===== src/hw/rtl/nps_pkg.sv =====
// Types, constants and the control store of the priority scheduler.
// Used by nonpreemptive_priority_scheduler. No dependencies.
`default_nettype none

package nps_pkg;

  // Fixed field widths
  localparam int ARR_W     = 12;
  localparam int BURST_W   = 12;
  localparam int PRIO_IN_W = 8;
  localparam int JOBNUM_W  = 5;
  localparam int TIME_W    = 17;
  localparam int TOTAL_W   = 21;
  localparam int SENT_W    = 15;

  // Selection start value, above every legal priority
  localparam logic [SENT_W-1:0] PRIO_SENTINEL = 15'd32767;

  // Sequencer steps (control store addresses)
  typedef enum logic [2:0] {
    ST_IDLE,
    ST_SCHED,
    ST_SCAN,
    ST_PICK,
    ST_RPT_RD,
    ST_RPT_DIFF,
    ST_RPT_EMIT
  } step_t;

  // Datapath operation of one control word
  typedef enum logic [2:0] {
    OP_LOAD,
    OP_SCAN_INIT,
    OP_SCAN,
    OP_PICK,
    OP_RPT_RD,
    OP_RPT_DIFF,
    OP_RPT_EMIT
  } op_t;

  // Jump condition
  typedef enum logic [1:0] {
    C_ALWAYS,
    C_LOAD_LAST,
    C_ALL_DONE,
    C_IDX_LAST
  } cond_t;

  // One control word
  typedef struct packed {
    logic  busy;
    op_t   op;
    cond_t cond;
    step_t jmp_taken;
    step_t jmp_else;
  } ucode_t;

  // Control store
  function automatic ucode_t ucode_rom(input step_t step);
    ucode_t w;
    case (step)
      ST_IDLE:     w = '{1'b0, OP_LOAD,      C_LOAD_LAST, ST_SCHED,   ST_IDLE};
      ST_SCHED:    w = '{1'b1, OP_SCAN_INIT, C_ALL_DONE,  ST_RPT_RD,  ST_SCAN};
      ST_SCAN:     w = '{1'b1, OP_SCAN,      C_IDX_LAST,  ST_PICK,    ST_SCAN};
      ST_PICK:     w = '{1'b1, OP_PICK,      C_ALWAYS,    ST_SCHED,   ST_SCHED};
      ST_RPT_RD:   w = '{1'b1, OP_RPT_RD,    C_ALWAYS,    ST_RPT_DIFF, ST_RPT_DIFF};
      ST_RPT_DIFF: w = '{1'b1, OP_RPT_DIFF,  C_ALWAYS,    ST_RPT_EMIT, ST_RPT_EMIT};
      ST_RPT_EMIT: w = '{1'b1, OP_RPT_EMIT,  C_IDX_LAST,  ST_IDLE,    ST_RPT_RD};
      default:     w = '{1'b0, OP_LOAD,      C_LOAD_LAST, ST_SCHED,   ST_IDLE};
    endcase
    return w;
  endfunction

endpackage

`default_nettype wire


===== src/hw/rtl/nonpreemptive_priority_scheduler.sv =====
// Top level of the non-preemptive priority scheduler: microcoded sequencer and datapath.
// Depends on nps_pkg (types, control store) and nps_ram (job and finish stores).
`default_nettype none

// Usage
//   Input transactions (start/busy): a job is taken at an edge with start high and
//   busy low. Jobs load one per cycle while the block is idle; a job beyond MAX_JOBS
//   is dropped. A job with in_last_job set closes the set and starts scheduling,
//   during which busy stays high.
//   Scheduling: every decision pass reads the job store once, one entry per cycle,
//   between a start step and a pick step; a pass that finds no arrived job
//   advances time by one tick. For N stored jobs there are N passes that pick a
//   job plus one per idle tick, and one final pass that finds all jobs done.
//   Reporting: one result per job in load order, each from a read, a difference and
//   an emit step over the single read port of the stores. Each result is shown for
//   one cycle with out_valid high; the receiver cannot stall, so no result is held back.
//   busy drops in the cycle after the last result is registered; the last result
//   (out_last_result high) appears in that same cycle.
//   Reset (rst_n low, synchronous) empties the job set and returns to idle.
module nonpreemptive_priority_scheduler #(
  parameter int MAX_JOBS      = 16,
  parameter int PRIORITY_BITS = 8
) (
  input  wire logic                           clk,
  input  wire logic                           rst_n,
  input  wire logic                           start,
  output logic                                busy,
  input  wire logic [nps_pkg::ARR_W-1:0]      in_arrival_time,
  input  wire logic [nps_pkg::BURST_W-1:0]    in_burst_time,
  input  wire logic [nps_pkg::PRIO_IN_W-1:0]  in_priority_req,
  input  wire logic                           in_last_job,
  output logic                                out_valid,
  output logic [nps_pkg::JOBNUM_W-1:0]        out_job_number,
  output logic [nps_pkg::TIME_W-1:0]          out_completion_time,
  output logic [nps_pkg::TIME_W-1:0]          out_turnaround_time,
  output logic [nps_pkg::TIME_W-1:0]          out_waiting_time,
  output logic [nps_pkg::TOTAL_W-1:0]         out_total_turnaround,
  output logic [nps_pkg::TOTAL_W-1:0]         out_total_waiting,
  output logic                                out_last_result
);

  localparam int IDX_W  = (MAX_JOBS > 1) ? $clog2(MAX_JOBS) : 1;
  localparam int CNT_W  = $clog2(MAX_JOBS + 1);
  localparam int TICK_W = $clog2((MAX_JOBS + 1) * (1 << nps_pkg::ARR_W));
  localparam int PS_W   = (PRIORITY_BITS < nps_pkg::PRIO_IN_W) ? PRIORITY_BITS
                                                               : nps_pkg::PRIO_IN_W;
  localparam int JOB_W  = nps_pkg::ARR_W + nps_pkg::BURST_W + PS_W;

  // Sequencer state
  nps_pkg::step_t   step_r, step_nxt;
  nps_pkg::ucode_t  uc;
  logic             take;

  // Datapath registers
  logic [CNT_W-1:0]           count_r, count_nxt;
  logic [CNT_W-1:0]           finished_r, finished_nxt;
  logic [TICK_W-1:0]          tick_r, tick_nxt;
  logic [MAX_JOBS-1:0]        done_r, done_nxt;
  logic [IDX_W-1:0]           idx_r, idx_nxt;
  logic [nps_pkg::SENT_W-1:0] best_prio_r, best_prio_nxt;
  logic [IDX_W-1:0]           best_idx_r, best_idx_nxt;
  logic [nps_pkg::BURST_W-1:0] best_burst_r, best_burst_nxt;
  logic [TICK_W-1:0]          tat_r, tat_nxt;
  logic [nps_pkg::BURST_W-1:0] rburst_r, rburst_nxt;
  logic [nps_pkg::TOTAL_W-1:0] tot_tat_r, tot_tat_nxt;
  logic [nps_pkg::TOTAL_W-1:0] tot_wt_r, tot_wt_nxt;

  // Result registers
  logic                          out_valid_r, out_valid_nxt;
  logic                          out_last_r, out_last_nxt;
  logic [nps_pkg::JOBNUM_W-1:0]  out_jn_r, out_jn_nxt;
  logic [nps_pkg::TIME_W-1:0]    out_ct_r, out_ct_nxt;
  logic [nps_pkg::TIME_W-1:0]    out_tat_r, out_tat_nxt;
  logic [nps_pkg::TIME_W-1:0]    out_wt_r, out_wt_nxt;
  logic [nps_pkg::TOTAL_W-1:0]   out_ttat_r, out_ttat_nxt;
  logic [nps_pkg::TOTAL_W-1:0]   out_twt_r, out_twt_nxt;

  // Store ports
  logic                job_we, fin_we;
  logic [IDX_W-1:0]    raddr;
  logic [JOB_W-1:0]    job_wdata, job_rdata;
  logic [TICK_W-1:0]   fin_wdata, fin_rdata;

  // Decoded store data and helpers
  logic                        accept;
  logic                        idx_last;
  logic                        eligible;
  logic [nps_pkg::ARR_W-1:0]   rd_arr;
  logic [nps_pkg::BURST_W-1:0] rd_burst;
  logic [PS_W-1:0]             rd_prio;
  logic [TICK_W-1:0]           arr_ext;
  logic [TICK_W-1:0]           wt_full;
  logic [TICK_W+nps_pkg::TOTAL_W-1:0] fin_wide, tat_wide, wt_wide;
  logic [IDX_W+nps_pkg::JOBNUM_W:0]   jn_wide;

  assign accept   = start && !busy;
  assign idx_last = ((CNT_W'(idx_r) + CNT_W'(1)) == count_r);

  assign rd_arr   = job_rdata[JOB_W-1 -: nps_pkg::ARR_W];
  assign rd_burst = job_rdata[PS_W+nps_pkg::BURST_W-1 -: nps_pkg::BURST_W];
  assign rd_prio  = job_rdata[PS_W-1:0];
  assign arr_ext  = TICK_W'(rd_arr);

  assign job_wdata = {in_arrival_time, in_burst_time, in_priority_req[PS_W-1:0]};
  assign fin_wdata = tick_r + TICK_W'(best_burst_r);

  // Candidate test for the entry read this cycle
  assign eligible = !done_r[idx_r] && (arr_ext <= tick_r) &&
                    (nps_pkg::SENT_W'(rd_prio) < best_prio_r);

  // Report arithmetic, widened then cut to the field widths
  assign wt_full  = tat_r - TICK_W'(rburst_r);
  assign fin_wide = {{nps_pkg::TOTAL_W{1'b0}}, fin_rdata};
  assign tat_wide = {{nps_pkg::TOTAL_W{1'b0}}, tat_r};
  assign wt_wide  = {{nps_pkg::TOTAL_W{1'b0}}, wt_full};
  assign jn_wide  = {{(nps_pkg::JOBNUM_W+1){1'b0}}, idx_r} +
                    (IDX_W+nps_pkg::JOBNUM_W+1)'(1);

  // Job store: arrival, burst, priority packed in one word
  nps_ram #(
    .WIDTH(JOB_W),
    .DEPTH(MAX_JOBS)
  ) u_job_ram (
    .clk  (clk),
    .we   (job_we),
    .waddr(count_r[IDX_W-1:0]),
    .wdata(job_wdata),
    .raddr(raddr),
    .rdata(job_rdata)
  );

  // Finish-time store
  nps_ram #(
    .WIDTH(TICK_W),
    .DEPTH(MAX_JOBS)
  ) u_fin_ram (
    .clk  (clk),
    .we   (fin_we),
    .waddr(best_idx_r),
    .wdata(fin_wdata),
    .raddr(raddr),
    .rdata(fin_rdata)
  );

  // Sequencer and datapath control
  always_comb begin
    uc   = nps_pkg::ucode_rom(step_r);
    busy = uc.busy;

    case (uc.cond)
      nps_pkg::C_ALWAYS:    take = 1'b1;
      nps_pkg::C_LOAD_LAST: take = accept && in_last_job;
      nps_pkg::C_ALL_DONE:  take = (finished_r == count_r);
      nps_pkg::C_IDX_LAST:  take = idx_last;
      default:              take = 1'b0;
    endcase
    step_nxt = take ? uc.jmp_taken : uc.jmp_else;

    count_nxt      = count_r;
    finished_nxt   = finished_r;
    tick_nxt       = tick_r;
    done_nxt       = done_r;
    idx_nxt        = idx_r;
    best_prio_nxt  = best_prio_r;
    best_idx_nxt   = best_idx_r;
    best_burst_nxt = best_burst_r;
    tat_nxt        = tat_r;
    rburst_nxt     = rburst_r;
    tot_tat_nxt    = tot_tat_r;
    tot_wt_nxt     = tot_wt_r;
    out_valid_nxt  = 1'b0;
    out_last_nxt   = 1'b0;
    out_jn_nxt     = out_jn_r;
    out_ct_nxt     = out_ct_r;
    out_tat_nxt    = out_tat_r;
    out_wt_nxt     = out_wt_r;
    out_ttat_nxt   = out_ttat_r;
    out_twt_nxt    = out_twt_r;
    job_we         = 1'b0;
    fin_we         = 1'b0;
    raddr          = idx_r;

    case (uc.op)
      // Take a job into the next free entry
      nps_pkg::OP_LOAD: begin
        if (accept && (count_r < CNT_W'(MAX_JOBS))) begin
          job_we    = 1'b1;
          count_nxt = count_r + CNT_W'(1);
        end
      end
      // Start a decision pass
      nps_pkg::OP_SCAN_INIT: begin
        raddr         = '0;
        idx_nxt       = '0;
        best_prio_nxt = nps_pkg::PRIO_SENTINEL;
      end
      // One entry per cycle, first minimum wins
      nps_pkg::OP_SCAN: begin
        raddr = idx_r + IDX_W'(1);
        if (eligible) begin
          best_prio_nxt  = nps_pkg::SENT_W'(rd_prio);
          best_idx_nxt   = idx_r;
          best_burst_nxt = rd_burst;
        end
        if (!idx_last) begin
          idx_nxt = idx_r + IDX_W'(1);
        end
      end
      // Run the chosen job to completion, or let one tick go by
      nps_pkg::OP_PICK: begin
        if (best_prio_r != nps_pkg::PRIO_SENTINEL) begin
          fin_we                 = 1'b1;
          tick_nxt               = fin_wdata;
          done_nxt[best_idx_r]   = 1'b1;
          finished_nxt           = finished_r + CNT_W'(1);
        end else begin
          tick_nxt = tick_r + TICK_W'(1);
        end
      end
      nps_pkg::OP_RPT_RD: begin
        raddr = idx_r;
      end
      // Turnaround from the stored finish and arrival
      nps_pkg::OP_RPT_DIFF: begin
        tat_nxt    = fin_rdata - arr_ext;
        rburst_nxt = rd_burst;
      end
      // Register one result and update the totals
      nps_pkg::OP_RPT_EMIT: begin
        out_valid_nxt = 1'b1;
        out_last_nxt  = idx_last;
        out_jn_nxt    = jn_wide[nps_pkg::JOBNUM_W-1:0];
        out_ct_nxt    = fin_wide[nps_pkg::TIME_W-1:0];
        out_tat_nxt   = tat_wide[nps_pkg::TIME_W-1:0];
        out_wt_nxt    = wt_wide[nps_pkg::TIME_W-1:0];
        out_ttat_nxt  = tot_tat_r + tat_wide[nps_pkg::TOTAL_W-1:0];
        out_twt_nxt   = tot_wt_r + wt_wide[nps_pkg::TOTAL_W-1:0];
        tot_tat_nxt   = out_ttat_nxt;
        tot_wt_nxt    = out_twt_nxt;
        if (idx_last) begin
          count_nxt    = '0;
          finished_nxt = '0;
          tick_nxt     = '0;
          done_nxt     = '0;
          tot_tat_nxt  = '0;
          tot_wt_nxt   = '0;
        end else begin
          idx_nxt = idx_r + IDX_W'(1);
        end
      end
      default: begin
        raddr = idx_r;
      end
    endcase
  end

  // Control registers
  always_ff @(posedge clk) begin
    if (!rst_n) begin
      step_r      <= nps_pkg::ST_IDLE;
      count_r     <= '0;
      finished_r  <= '0;
      tick_r      <= '0;
      done_r      <= '0;
      idx_r       <= '0;
      tot_tat_r   <= '0;
      tot_wt_r    <= '0;
      out_valid_r <= 1'b0;
      out_last_r  <= 1'b0;
    end else begin
      step_r      <= step_nxt;
      count_r     <= count_nxt;
      finished_r  <= finished_nxt;
      tick_r      <= tick_nxt;
      done_r      <= done_nxt;
      idx_r       <= idx_nxt;
      tot_tat_r   <= tot_tat_nxt;
      tot_wt_r    <= tot_wt_nxt;
      out_valid_r <= out_valid_nxt;
      out_last_r  <= out_last_nxt;
    end
  end

  // Payload registers
  always_ff @(posedge clk) begin
    best_prio_r  <= best_prio_nxt;
    best_idx_r   <= best_idx_nxt;
    best_burst_r <= best_burst_nxt;
    tat_r        <= tat_nxt;
    rburst_r     <= rburst_nxt;
    out_jn_r     <= out_jn_nxt;
    out_ct_r     <= out_ct_nxt;
    out_tat_r    <= out_tat_nxt;
    out_wt_r     <= out_wt_nxt;
    out_ttat_r   <= out_ttat_nxt;
    out_twt_r    <= out_twt_nxt;
  end

  assign out_valid            = out_valid_r;
  assign out_last_result      = out_last_r;
  assign out_job_number       = out_jn_r;
  assign out_completion_time  = out_ct_r;
  assign out_turnaround_time  = out_tat_r;
  assign out_waiting_time     = out_wt_r;
  assign out_total_turnaround = out_ttat_r;
  assign out_total_waiting    = out_twt_r;

  // Checks
  a_fin_le_count: assert property (@(posedge clk) disable iff (!rst_n)
    finished_r <= count_r)
    else $error("finished count above job count");

  a_result_from_busy: assert property (@(posedge clk) disable iff (!rst_n)
    out_valid_r |-> $past(busy))
    else $error("result without a scheduling run");

  a_last_marks_valid: assert property (@(posedge clk) disable iff (!rst_n)
    out_last_r |-> out_valid_r)
    else $error("last flag without result strobe");

  a_last_to_idle: assert property (@(posedge clk) disable iff (!rst_n)
    (out_valid_r && out_last_r) |-> (!busy && (count_r == '0)))
    else $error("set not cleared after last result");

endmodule

`default_nettype wire


===== src/hw/rtl/nps_ram.sv =====
// Generic simple dual-port RAM: one write port, one read port, registered read.
// No dependencies.
`default_nettype none

module nps_ram #(
  parameter int WIDTH = 8,
  parameter int DEPTH = 16,
  parameter int ADDR_W = (DEPTH > 1) ? $clog2(DEPTH) : 1
) (
  input  wire logic              clk,
  input  wire logic              we,
  input  wire logic [ADDR_W-1:0] waddr,
  input  wire logic [WIDTH-1:0]  wdata,
  input  wire logic [ADDR_W-1:0] raddr,
  output logic      [WIDTH-1:0]  rdata
);

  logic [WIDTH-1:0] mem [DEPTH];

  // Write port
  always_ff @(posedge clk) begin
    if (we) begin
      mem[waddr] <= wdata;
    end
  end

  // Registered read port
  always_ff @(posedge clk) begin
    rdata <= mem[raddr];
  end

endmodule

`default_nettype wire

===== config.mk =====
export PLATFORM = sky130hd
export DESIGN_NAME = nonpreemptive_priority_scheduler
export DESIGN_NICKNAME = d
export VERILOG_FILES = /design/src/hw/rtl/nps_pkg.sv /design/src/hw/rtl/nonpreemptive_priority_scheduler.sv /design/src/hw/rtl/nps_ram.sv
export SDC_FILE = /design/constraint.sdc
export NUM_CORES = 1
export LEC_CHECK = 0
export BUFFER_PORTS_ARGS = -buffer_cell sky130_fd_sc_hd__buf_4
export CORE_MARGIN = 2
export CORE_UTILIZATION = 30
export DETAILED_ROUTE_END_ITERATION = 10
export PLACE_DENSITY_LB_ADDON = 0.12
export SETUP_SLACK_MARGIN = 0.02
export SLEW_MARGIN = 20
export SYNTH_ARGS = -nofsm -noshare
export SYNTH_HDL_FRONTEND = slang
export SYNTH_SLANG_ARGS = --single-unit
export TNS_END_PERCENT = 1

===== constraint.sdc =====
create_clock -name clk -period 11.9 [get_ports clk]
set_clock_uncertainty 0.1 [all_clocks]
set_input_delay 1.785 -clock clk [delete_from_list [all_inputs] [get_ports clk]]
set_output_delay 1.785 -clock clk [all_outputs]
set_load 0.02 [all_outputs]

==> impl_metrics.yaml <==
critical_path:
  r2r_setup_slack_ns: 7.29
  arrival_ns: 4.97
  cp.required_ns: 12.26
  cp-end-kind: "flop"
  path_class: "reg -> reg"
  r2r_cells: 17
  r2r-end: "out_total_waiting[19]$_DFFE_PP_"
  start_kind: "flop"
  worstPathMaxFanout: 8
  r2r_start: "tat_r[0]$_DFFE_PN_"
timing:
  slew_headroom_pct: 27.9
  fin_crit_sh_pct: 38.7
  max_freq_mhz: 217
  finalSetupViolations: 0
  rsz0062_at_grt: "no"
  whs_ns: 0.358
  tightest_slew_ns: 1.08
  finalHoldViolCount: 0
  min_period_ns: 4.61
  drv_slew: 0
  tns_ns: 0
global_route:
  grt_pass1_wl_mm: 171
  first_global_vias: 24300
  grt_max_degree: 101
  antenna_found_initial: 6
  grtUsageTotal_pct: 15.9
  grt_overflow_total: 0
routing:
  wl_met3_mm: 5.87
  first_pass_iters: 5
  vias: 23600
  routedWlPerCell_um: 24.8
  via_per_inst: 4.95
  drt-met1-wl_mm: 50.2
  routed_wl_mm: 119
  top_layer_used: "met5"
  drt_iter0_drc: 1725
  drc: 0
  postRouteAntennaNets: 0
  wl_met2_mm: 59.4
finish:
  fillerInstances: 13600
  drive_gt1_share_pct: 22.1
  final_core_util_pct: 35.3
  final_nets: 2905
  area_delta_synth_final_pct: 16.7
die:
  io_pins: 137
  die_area_sq_um: 148000
  coreArea_sq_um: 144000
  row_count: 139
  fp.dieH_um: 385
  start_util_pct: 30.3
  die_w_um: 385
placement:
  place_congestion: 0.828
  io_buffers: 136
  dp_hpwl_mm: 68.8
power_and_ir_drop:
  peakVddDrop_mv: 0.176
  total_power_mw: 9.93
  p_leak_nw: 16.8
  power_density_nw_per_um2: 195
logic_synthesis:
  synth_top_flop_cell: "edfxtp_1"
  synth_top_area_share_pct: 64.4
  ys_top_cells_by_area: "edfxtp_1 (64%), mux4_2 (10%), dfxtp_1 (6.6%)"
  syn_inst: 2578
  synth_cell_types: 68
  yosysTopAreaCell: "edfxtp_1"
  synth-seq-cells: 1079
  synth_seq_area_share_pct: 71.0
  syn-cell-area_sq_um: 43600
  synthArstFlopShare_pct: 0
  synth_fp_nets: 2715
  yosys_warnings: 0
  syn_avg_cell_area_sq_um: 16.9
  synth_edf_count: 936
hold_path:
  hold_path_class: "reg -> reg"
  hold_depth: 2
  hold_end: "tot_tat_r[5]$_SDFFE_PN0P_"
  min_from: "tot_tat_r[5]$_SDFFE_PN0P_"
cts:
  post_cts_buffers: 0
  clock_latency_ns: 0.73
  cts_tree: "built"
  cts-root-buf: "clkbuf_16"
  numCtsBuffers: 114
  clockBufferDepth: 3
  cts-resized-gates: 0
  clkTransAtPathRegs_ns: 0.06
  htreeDepth: 3
  cts.hold.buffers_added: 0
  cts_sinks: 1079
job:
  max-cap-violations: 0
outcome:
  status: "finished, final reports clean"
[critical path, cell delays in order (launching register included)]
cell and delay [ns]:
edfxtp_1 0.37, inv_1 0.06, ha_1 0.23, fa_1 0.41, nor2b_1 0.15, o21a_1 0.15, o21ai_0 0.15, a21o_1 0.23
a31oi_1 0.30, nor2_1 0.09, xor2_1 0.17, ha_1 0.40, a21o_1 0.20, o41ai_1 0.43, o41ai_2 0.20, a31oi_1 0.44
nor2_1 0.13, xor2_1 0.16
[metrics by stage]
| step | setup slack (ns) | instance area, sq um | std cells |
|---|---|---|---|
| 3_3_place_gp | 7.50 | 47100 | 4555 |
| 3_5_place_dp | 7.40 | 47100 | 4555 |
| 4_1_cts | 7.36 | 50900 | 4771 |
| 6_report | 7.29 | 50900 | 4773 |
| 5_1_grt | 6.98 | 50900 | 4772 |
| 2_1_floorplan | 7.31 | 43600 | 2578 |
[cells in the final DEF (no fill, tap or decap), types with 11 or more instances in the layout]
master / count
and2_2: 12
edfxtp_1: 936
o22ai_1: 54
nand2b_1: 23
nand2_1: 188
nand4_1: 14
o211ai_1: 12
and3_1: 12
nor2b_1: 13
dfxtp_1: 143
a21o_1: 30
clkbuf_1: 25
a31oi_1: 62
xnor2_1: 65
nand3_1: 43
nor2_4: 12
or4_1: 11
ha_1: 96
clkinv_1: 17
a211oi_1: 13
o21ai_0: 44
buf_4: 182
clkinv_2: 28
xor2_1: 31
mux4_2: 201
nor3_1: 20
clkbuf_16: 116
nor2_1: 94
a21oi_1: 87
a22o_1: 32
o21a_1: 14
inv_1: 74
[how the worst max path moves through the flow]
stage / from / end / slack, ns / depth (start not counted)
after floorplan: step_r[1]$_SDFF_PN0_ / out_completion_time[0]$_DFFE_PP_ / 7.31 / 6
after global placement: tat_r[0]$_DFFE_PN_ / out_total_waiting[19]$_DFFE_PP_ / 7.50 / 17
after detailed placement: tat_r[0]$_DFFE_PN_ / out_total_waiting[19]$_DFFE_PP_ / 7.40 / 17
after CTS: tat_r[0]$_DFFE_PN_ / out_total_waiting[19]$_DFFE_PP_ / 7.36 / 17
after global routing: tat_r[0]$_DFFE_PN_ / out_total_waiting[19]$_DFFE_PP_ / 6.98 / 17
final: tat_r[0]$_DFFE_PN_ / out_total_waiting[19]$_DFFE_PP_ / 7.29 / 17
[cell type report]
cell class	count	area, sq um	area share (%)
tap	1903	2380	4.68
antenna	2	5.00	0.00984
sequential	1079	31000	60.9
inverter	75	287	0.563
timing repair buffer	185	1430	2.80
clock buffer	150	3120	6.13
clock inverter	66	623	1.22
multi-input combinational	1313	12100	23.7
[power by group]
part           internal [mW]  switching [mW]  leakage (nW)
combinational          0.701            1.03          5.33
sequential              4.42           0.237          9.60
clock                   2.02            1.51          1.83
[synth_stat cells, types with 12 or more instances]
| master | number |
|---|---|
| a211oi_1 | 13 |
| a21o_1 | 30 |
| a21oi_1 | 88 |
| a22o_1 | 34 |
| a31oi_1 | 62 |
| and2_1 | 21 |
| and3_1 | 12 |
| buf_2 | 35 |
| buf_4 | 16 |
| clkbuf_1 | 52 |
| dfxtp_1 | 143 |
| edfxtp_1 | 936 |
| ha_1 | 96 |
| inv_1 | 75 |
| mux4_2 | 201 |
| nand2_1 | 188 |
| nand2b_1 | 25 |
| nand3_1 | 43 |
| nand4_1 | 14 |
| nor2_1 | 107 |
| nor2b_1 | 13 |
| nor3_1 | 24 |
| o211ai_1 | 12 |
| o21a_1 | 14 |
| o21ai_0 | 44 |
| o22ai_1 | 54 |
| xnor2_1 | 69 |
| xor2_1 | 34 |
[metal layers]
layer / up-vias / global-route usage [%]
met1: 12300 / 20.4
met3: 186 / 2.98
li1: 10600 / -
met2: 594 / 27.4
met5: - / 0
met4: 2 / 4.34
[registers in the layout, indices dropped and copies added (netlist names), 21 cells and up]
name / count
u_job_ram.mem: 512
tot_tat_r: 21
u_job_ram.rdata: 32
tot_wt_r: 21
out_total_waiting: 21
out_total_turnaround: 21
u_fin_ram.mem: 272
[kinds of logic (layout without fill, tap and decap cells)]
| kind of cell | count (synthesis) | count (layout) | synth area share [%] |
|---|---|---|---|
| AO/OA/AOI/OAI | 405 | 405 | 6.21 |
| XOR/XNOR | 103 | 103 | 2.07 |
| adder cells (fa/ha/maj) | 101 | 101 | 2.98 |
| buffers and inverters | 186 | 476 | 1.84 |
| flip-flops | 1079 | 1079 | 71.0 |
| multiplexers | 203 | 203 | 10.4 |
| other | 0 | 2 | 0 |
| AND/OR/NAND/NOR | 501 | 501 | 5.45 |
(Power assumes the default switching activity.)
